### config.mk
export PLATFORM = sky130hd
export DESIGN_NAME = itl_ram
export DESIGN_NICKNAME = d
export VERILOG_FILES = /design/src/hw/rtl/interval_timeline_labeler_assert.svh /design/src/hw/rtl/itl_ram.sv
export SDC_FILE = /design/constraint.sdc
export NUM_CORES = 1
export LEC_CHECK = 0
export ABC_AREA = 1
export CAP_MARGIN = 20
export CORE_AREA = 2 2 102 104
export CTS_BUF_LIST = sky130_fd_sc_hd__clkbuf_8
export CTS_CLUSTER_SIZE = 30
export DETAILED_ROUTE_END_ITERATION = 8
export DIE_AREA = 0 0 104 106
export DONT_BUFFER_PORTS = 1
export MAX_ROUTING_LAYER = met4
export PLACE_DENSITY = 0.74
export SETUP_SLACK_MARGIN = 0.02
export SYNTH_ARGS = -nofsm -noshare
export SYNTH_HDL_FRONTEND = slang
export SYNTH_SLANG_ARGS = --single-unit
### constraint.sdc
create_clock -name clk -period 1.24 [get_ports clk]
set_input_delay 0.124 -clock clk [delete_from_list [all_inputs] [get_ports clk]]
set_output_delay 0.124 -clock clk [all_outputs]
set_load 0.02 [all_outputs]
### src/hw/rtl/interval_timeline_labeler_assert.svh
// ----------------------------------------------------------------------------
// Interval timeline labeler assertion macros
// Concurrent assertion wrappers; they compile away when SYNTHESIS is defined.
// ----------------------------------------------------------------------------
`ifndef INTERVAL_TIMELINE_LABELER_ASSERT_SVH
`define INTERVAL_TIMELINE_LABELER_ASSERT_SVH

`ifndef SYNTHESIS
// Checked on every rising clock edge outside of reset.
`define ITL_ASSERT(lbl, prop) \
	lbl: assert property (@(posedge clk) disable iff (!arst_n) prop) \
		else $error("interval_timeline_labeler: assertion failed");
// Checked on every rising clock edge, reset included.
`define ITL_ASSERT_ALWAYS(lbl, prop) \
	lbl: assert property (@(posedge clk) prop) \
		else $error("interval_timeline_labeler: assertion failed");
`else
`define ITL_ASSERT(lbl, prop)
`define ITL_ASSERT_ALWAYS(lbl, prop)
`endif

`endif

### src/hw/rtl/itl_ram.sv
// ----------------------------------------------------------------------------
// Generic simple dual-port RAM
// One write port and one read port with registered read data.
// ----------------------------------------------------------------------------
module itl_ram #(
	parameter int WIDTH = 8,
	parameter int DEPTH = 16,
	localparam int AW = (DEPTH > 1) ? $clog2(DEPTH) : 1
) (
	input  logic             clk,
	input  logic             we,
	input  logic [AW-1:0]    waddr,
	input  logic [WIDTH-1:0] wdata,
	input  logic [AW-1:0]    raddr,
	output logic [WIDTH-1:0] rdata
);

	logic [WIDTH-1:0] mem_q [DEPTH];
	logic [WIDTH-1:0] rdata_q;

	always_ff @(posedge clk) begin
		if (we) begin
			mem_q[waddr] <= wdata;
		end
		rdata_q <= mem_q[raddr];
	end

	assign rdata = rdata_q;

endmodule

==> results.txt <==
The number of pins exceeding their max-slew limit in the final report came out at 0. The xor and xnor fraction of the mapped netlist area came out at 0%. The static power due to leakage is 2.785 nW. The final worst hold slack is -94.65 ps. Synthesis produced a netlist with a net count of 569. The critical path arrival came out at 930 ps.

Clock tree synthesis selected as its root buffer the cell clkbuf_8. The via count of the routed design is 3726. The slew at the pin closest to its max-slew limit is 760.7 ps. After synthesis, the netlist uses 12 different library cells.

The number of maximum-capacitance violations came out at 0. Global routing used 24.57% of the available tracks. The area of the core is 10000 µm². The warning count from the yosys run came out at 0. The HPWL after detailed placement is 7.501 mm. The flow ran to the end, but the final reports show violations. The first-pass GRT wire length came out at 19.40 mm. By area, the combinational part of the netlist is dominated by simple AND/OR/NAND/NOR gates.

The library cells used most frequently in the layout, excluding fill and tap cells, are nand2_1, edfxtp_1, inv_1. The multiplexer area fraction after synthesis came out at 0%. The portion of the clock cycle consumed by the worst path in the final layout is 85.24%. The flip-flop and latch count after synthesis came out at 136. The number of DRC violations after detailed routing came out at 0. Leaving out fill and tap cells, the most frequent cell in the layout is nand2_1. Setup repair after global routing left no endpoint under its margin.

The clock skew is 12.76 ps. The highest clock rate came out at 946.1 MHz. Entering global routing, the biggest net connects 66 pins. Setup violations remaining at the end of the flow were counted as 0. In the routed layout, each cell is associated on average with a via count of 5.118.

The total power density per cell area came out at 1406 nW/µm². The die outline width is 104 µm. The kind of path behind the tightest hold check is input port to flop. The number of global-route vias before repair came out at 3597. The tightest slew margin relative to the limit came out at 49.12%. The required arrival time at the worst endpoint came out at 1120 ps. The detail-routed net length per standard cell is 16.70 µm. The average cell area after synthesis came out at 10.47 µm². For this design the top-level I/O count stands at 26. The layout net count came out at 596. TritonCTS built the clock tree. For the worst-skew pair, the clock arrives at the later sink with an insertion delay of 430 ps. The number of iterations in the first detailed-routing pass is 5. The final number of hold-violating endpoints was 8. The die is 106 µm tall. The worst-case IR drop observed on VDD is 0.9870 mV. Once the clock tree was built, the resizer swapped 0 gates to a different size. The die footprint is 11020 µm².

After the first detailed-routing iteration, the DRC count stood at 311. The clock edge transition at the registers on the reported setup and hold paths came out at 80 ps. In this run, post-CTS hold repair placed 9 buffers.

Buffers inserted during clock tree synthesis total 17. The proportion of layout cells with a drive suffix above 1 came out at 8.968%. The clock tree synthesis step divided the H-tree into 4 levels. The checks that failed: hold timing. The count of mapped cells out of synthesis is 551. The maximum clock path buffer count is 2. The leftover overflow at the end of global routing is 0. The initial standard-cell utilization of the core came out at 57.67%. The count of buffers from port buffering came out at 0.

The cell area after synthesis is 5767 µm². The initial antenna violation count is 1. For this run, the register share of the synthesized area comes to 69.43%.

The layout overhead on the synthesized area is 11.52%. The final total negative setup slack came out at 0 ps. STA classifies the critical path startpoint as a flop.

The shortest clock period the worst path allows after layout is 1057 ps. The detail route stage leaves a number of antenna-violating nets equal to 0. The total number of placement rows came out at 37. Counting every sink on the clock net gives 136. The buffers inserted during post-CTS setup optimization is 0. The share of synthesized cell area in full adder, half adder and majority cells came out at 0%.

Routability-driven placement finished with a final weighted congestion of 0.8917. The overall routed net length is 12.15 mm. In this run the worst path has a maximum fanout of 1. The type of the setup path with the least slack is flop to output port. Summing the areas of all compound-gate instances in the mapped netlist gives 0% of the synthesized area.

The area share of and/or/nand/nor cells after synthesis is 21.05%. The worst setup path is captured at an output port.
worst paths after layout:
| kind | start | to | slack (ps) | cells after the start |
|---|---|---|---|---|
| setup / recovery | rdata[6]$_DFF_P_ | rdata[6] | 180 | 0 |
| hold / removal | raddr[2] | rdata[7]$_DFF_P_ | -90 | 3 |
| setup reg to reg | mem_q[8][5]$_DFFE_PP_ | rdata[5]$_DFF_P_ | 220 | 6 |
| hold reg to reg | mem_q[4][6]$_DFFE_PP_ | rdata[6]$_DFF_P_ | 680 | 6 |
through the flow:
stage	cell area (µm²)	instances	utilization (%)	setup slack [ps]	total power [mW]
floorplan	5767	551	-	165.2	5.660
global placement	5968	686	59.68	180.7	5.721
detailed placement	5968	686	59.68	165.5	5.730
CTS	6429	727	64.29	178.6	9.083
global route	6431	728	64.31	162.3	9.347
finish	6431	728	64.31	183.0	9.043
registers in the layout (all words and copies together), names as in the netlist:
signal / cells
mem_q: 128
rdata: 8
logic make-up after synthesis:
group / Yosys count
buf+inv: 126
flops: 136
simple gates: 289
worst reg2reg max path, cell delays in order (launching register included):
cell      delay, ps
edfxtp_1        370
inv_1            70
nand2_1          50
nand3_1          70
nand3_1         150
nand3_1         140
nand2_1          60
synth_stat cells:
master,instances,area share (%)
buf_1,1,0.065
buf_2,13,1.1
buf_4,4,0.52
buf_6,6,1.2
dfxtp_1,8,2.8
edfxtp_1,128,67
inv_1,100,6.5
inv_2,2,0.13
nand2_1,173,11
nand3_1,97,8.4
nand3b_1,2,0.26
nor2_1,17,1.1
per-layer routing:
| metal | global-route usage, % | wire, µm | vias up |
|---|---|---|---|
| met5 | - | 0 | - |
| met4 | 7.819 | 150 | 0 |
| met3 | 5.579 | 932 | 16 |
| met2 | 38.96 | 6114 | 132 |
| met1 | 32.04 | 4956 | 1753 |
| li1 | - | - | 1825 |
layout make-up:
cell class,instances,area (µm²)
antenna,1,2.502
clock buffer,21,289.0
clock inverter,11,81.33
fill,787,3568
inverter,102,382.9
multi-input combinational,289,1214
sequential,136,4004
tap,136,170.2
timing repair buffer,32,287.8
power by group:
group,leakage (nW),switching [mW],internal [mW]
clock,0.203,1.56,1.76
sequential,1.22,0.0785,5.14
combinational,1.36,0.340,0.175
Note: power is estimated with default switching activity, not from simulation.
