[config.mk]
export PLATFORM = sky130hd
export DESIGN_NAME = itl_cmp_unit
export DESIGN_NICKNAME = d
export VERILOG_FILES = /design/src/hw/rtl/interval_timeline_labeler_assert.svh /design/src/hw/rtl/itl_pkg.sv /design/src/hw/rtl/itl_cmp_unit.sv
export SDC_FILE = /design/constraint.sdc
export NUM_CORES = 1
export LEC_CHECK = 0
export ABC_AREA = 0
export BUFFER_PORTS_ARGS = -buffer_cell sky130_fd_sc_hd__buf_4
export CAP_MARGIN = 0
export CORE_AREA = 2 2 149 151
export DETAILED_ROUTE_END_ITERATION = 10
export DIE_AREA = 0 0 151 153
export GPL_ROUTABILITY_DRIVEN = 0
export PLACE_DENSITY_LB_ADDON = 0.3
export SYNTH_ARGS = -nofsm -noshare
export SYNTH_HDL_FRONTEND = slang
export SYNTH_SLANG_ARGS = --single-unit
[constraint.sdc]
create_clock -name vclk -period 2.3
set_input_delay 0.115 -clock vclk [all_inputs]
set_output_delay 0.115 -clock vclk [all_outputs]
set_load 0.03 [all_outputs]
[src/hw/rtl/interval_timeline_labeler_assert.svh]
// ----------------------------------------------------------------------------
// Interval timeline labeler assertion macros
// Concurrent assertion wrappers; they compile away when SYNTHESIS is defined.
// ----------------------------------------------------------------------------
`ifndef INTERVAL_TIMELINE_LABELER_ASSERT_SVH
`define INTERVAL_TIMELINE_LABELER_ASSERT_SVH

`ifndef SYNTHESIS
// Checked on every rising clock edge outside of reset.
`define ITL_ASSERT(lbl, prop) \
	lbl: assert property (@(posedge clk) disable iff (!arst_n) prop) \
		else $error("interval_timeline_labeler: assertion failed");
// Checked on every rising clock edge, reset included.
`define ITL_ASSERT_ALWAYS(lbl, prop) \
	lbl: assert property (@(posedge clk) prop) \
		else $error("interval_timeline_labeler: assertion failed");
`else
`define ITL_ASSERT(lbl, prop)
`define ITL_ASSERT_ALWAYS(lbl, prop)
`endif

`endif

[src/hw/rtl/itl_pkg.sv]
// ----------------------------------------------------------------------------
// Interval timeline labeler package
// Shared types and codes for the labeler and its compare unit.
// ----------------------------------------------------------------------------
package itl_pkg;

	localparam int TIME_W  = 64;
	localparam int LABEL_W = 32;

	// Input kinds carried on the slave-side tuser.
	localparam logic [1:0] ACT_CLEAR = 2'd0;
	localparam logic [1:0] ACT_LOAD  = 2'd1;
	localparam logic [1:0] ACT_QUERY = 2'd2;

	// Result status codes.
	localparam logic [1:0] STAT_OK       = 2'd0;
	localparam logic [1:0] STAT_INVALID  = 2'd1;
	localparam logic [1:0] STAT_OVERFLOW = 2'd2;

	localparam logic [TIME_W-1:0]  SIGN_TIME  = {1'b1, {(TIME_W-1){1'b0}}};
	localparam logic [LABEL_W-1:0] SIGN_LABEL = {1'b1, {(LABEL_W-1){1'b0}}};

	// One stored interval, raw signed values.
	typedef struct packed {
		logic [TIME_W-1:0]  start_time;
		logic [TIME_W-1:0]  end_time;
		logic [LABEL_W-1:0] label;
	} entry_t;

	localparam int ENTRY_W = $bits(entry_t);

	// Verdict of the compare unit for one table entry.
	typedef struct packed {
		logic covers;
		logic greater;
		logic take;
	} cmp_res_t;

endpackage

[src/hw/rtl/itl_cmp_unit.sv]
// ----------------------------------------------------------------------------
// Interval compare unit
// Checks one table entry for coverage of the query time and ranks it
// against the best entry found so far.
// ----------------------------------------------------------------------------
module itl_cmp_unit (
	input  itl_pkg::entry_t                 entry,
	input  itl_pkg::entry_t                 best,
	input  logic                            best_found,
	input  logic [itl_pkg::TIME_W-1:0]      query_time,
	output itl_pkg::cmp_res_t               res
);

	import itl_pkg::*;

	logic [ENTRY_W-1:0] entry_key;
	logic [ENTRY_W-1:0] best_key;
	logic [TIME_W-1:0]  t_key;

	// Flipping the sign bits turns signed lexicographic order into unsigned order.
	assign entry_key = {entry.start_time ^ SIGN_TIME, entry.end_time ^ SIGN_TIME,
		entry.label ^ SIGN_LABEL};
	assign best_key  = {best.start_time ^ SIGN_TIME, best.end_time ^ SIGN_TIME,
		best.label ^ SIGN_LABEL};
	assign t_key     = query_time ^ SIGN_TIME;

	always_comb begin
		res.covers  = ((entry.start_time ^ SIGN_TIME) <= t_key) &&
			(t_key < (entry.end_time ^ SIGN_TIME));
		res.greater = entry_key > best_key;
		res.take    = res.covers && (!best_found || res.greater);
	end

endmodule
==> impl_metrics.json <==
{
  "status": "finished with violations",
  "failed_checks": "negative setup slack",
  "yosys_warnings": 0,
  "ir_drop_mv": 0.08957,
  "critPathCaptureType": "output port",
  "critPathLaunchType": "input port",
  "ys_seq_area_share_pct": 0,
  "viasPerCell": 4.892,
  "final_cell_area_um2": 12370,
  "holdWs_ns": 0.5829,
  "criticalPathCategory": "in -> out",
  "area_growth_pct": 69.06,
  "grt_pass1_vias": 9298,
  "place_hpwl_um": 26030,
  "grt_use_total_pct": 22.89,
  "synth_area_um2": 7316,
  "core_um2": 21490,
  "drt_iter0_drc": 187,
  "p_leak_nw": 7.352,
  "syn_nets": 1701,
  "required_ns": 2.18,
  "synth_cell_types": 46,
  "relSlewSlack_pct": 64.07,
  "dieArea_um2": 23100,
  "grt_overflow": 0,
  "start_util_pct": 34.05,
  "finalPower_mw": 2.131,
  "finalWorstSetupSlack_ns": -0.3338,
  "slew_violations": 0,
  "io_pins": 388,
  "hold_path_end": "res[0]",
  "n_antenna_cell": 0,
  "synth_cells": 1029,
  "place_area_um2": 11730,
  "layout_common_cells": "buf_4, inv_1, ha_1",
  "syn_area_per_cell_um2": 7.110,
  "min_path_cells": 3,
  "drt-total-wl_um": 27940,
  "layout-drive-gt1-share_pct": 39.58,
  "critPathMaxFanout": 3,
  "hold_start": "best_found",
  "post_drt_wl_per_cell_um": 15.07,
  "min_path_type": "in -> out",
  "first_pass_iters": 4,
  "fin_crit_ns": 2.634,
  "fin_crit_sh_pct": 114.5,
  "hold_violations": 0,
  "route.detailed.drc": 0,
  "die_h_um": 153,
  "nClkBuffers": 0,
  "setup_viol": 3,
  "die_w_um": 151,
  "fin_nets": 2248,
  "rsz0062_at_grt": "yes",
  "p_per_area_nw_per_um2": 172.3,
  "num_vias": 9070,
  "layout_commonest_cell": "buf_4",
  "seqCellArea_um2": 0,
  "cts_hold_buf": 0,
  "ant_nets": 0,
  "worst_pin_slew_ns": 0.5333,
  "grt_pass1_wl_um": 42620,
  "seq_cell_count": 0,
  "antenna_found_initial": 0,
  "portBuffers": 388,
  "fmax_mhz": 379.7,
  "rows": 54,
  "cap_violations": 0,
  "fin_util_pct": 57.56,
  "grt_max_degree": 5,
  "arrival_ns": 2.52
}
-- through the flow --
stage	TNS [ns]	setup slack [ns]	std cells
after floorplan	0	0.01614	1029
after global placement	-1.602	-0.5631	1846
after detailed placement	-1.783	-0.6461	1846
after CTS	-0.9766	-0.3830	1854
after global routing	-1.209	-0.4575	1854
final	-0.8213	-0.3338	1854
-- cell families after synthesis --
kind of cell | after synthesis | share of synthesized area, %
simple gates | 216 | 15.91
fa+ha+maj | 287 | 49.08
compound gates | 231 | 19.87
buf+inv | 295 | 15.14
-- synth_stat cells, types with 4 or more instances --
cell type	count	area, um2
inv_1	295	1107
ha_1	287	3591
a21oi_1	112	560.5
nand2_1	63	236.5
nand4_1	61	381.6
a21o_1	26	195.2
nand3_1	26	130.1
o21ai_0	26	130.1
nor2_1	19	71.32
nor3_1	14	70.07
a221oi_1	12	105.1
nor4_1	9	56.30
o21ai_1	7	35.03
a211oi_1	6	45.04
and4_1	6	52.55
o21a_1	6	45.04
a221o_1	5	50.05
a31oi_1	4	25.02
-- critical path, stage by stage --
cell	delay (ns)
buf_4	0.08
inv_1	0.06
ha_4	0.28
nand4_1	0.15
nor4_2	0.33
buf_4	0.20
nand4_1	0.13
or3_4	0.42
a31oi_4	0.19
nor3_4	0.08
a311oi_4	0.29
buf_6	0.19
-- layer usage --
layer	GRT usage (%)	share of wire, %	vias to the layer above
li1	-	-	4717
met1	25.15	38	4026
met2	45.78	53	292
met3	3.433	7.3	35
met4	3.961	2.1	0
met5	0	0	-
-- worst max path at each step --
stage / from / end / cells after the start
after floorplan: query_time[49] / res[0] / 9
after global placement: entry[119] / res[0] / 11
after detailed placement: entry[119] / res[0] / 11
after CTS: entry[154] / res[0] / 11
after global routing: best[71] / res[0] / 12
final: best[71] / res[0] / 12
-- layout make-up --
cell class / instances / area [um2]
Fill cell: 2017 / 9117
Multi-Input combinational cell: 734 / 6711
Timing Repair Buffer: 545 / 4187
Inverter: 295 / 1120
Tap cell: 280 / 350.3
-- repair_timing --
action,in CTS,in global routing
resized for setup,46,50
cloned,0,0
endpoints found under the setup margin,3,3
pin swaps,33,29
setup buffers,9,0
-- where the power goes --
part	switching, mW	internal, mW	total (mW)
sequential	0	0	0
clock	0	0	0
combinational	0.932	1.20	2.13
Power figures use the tool's default switching activity.
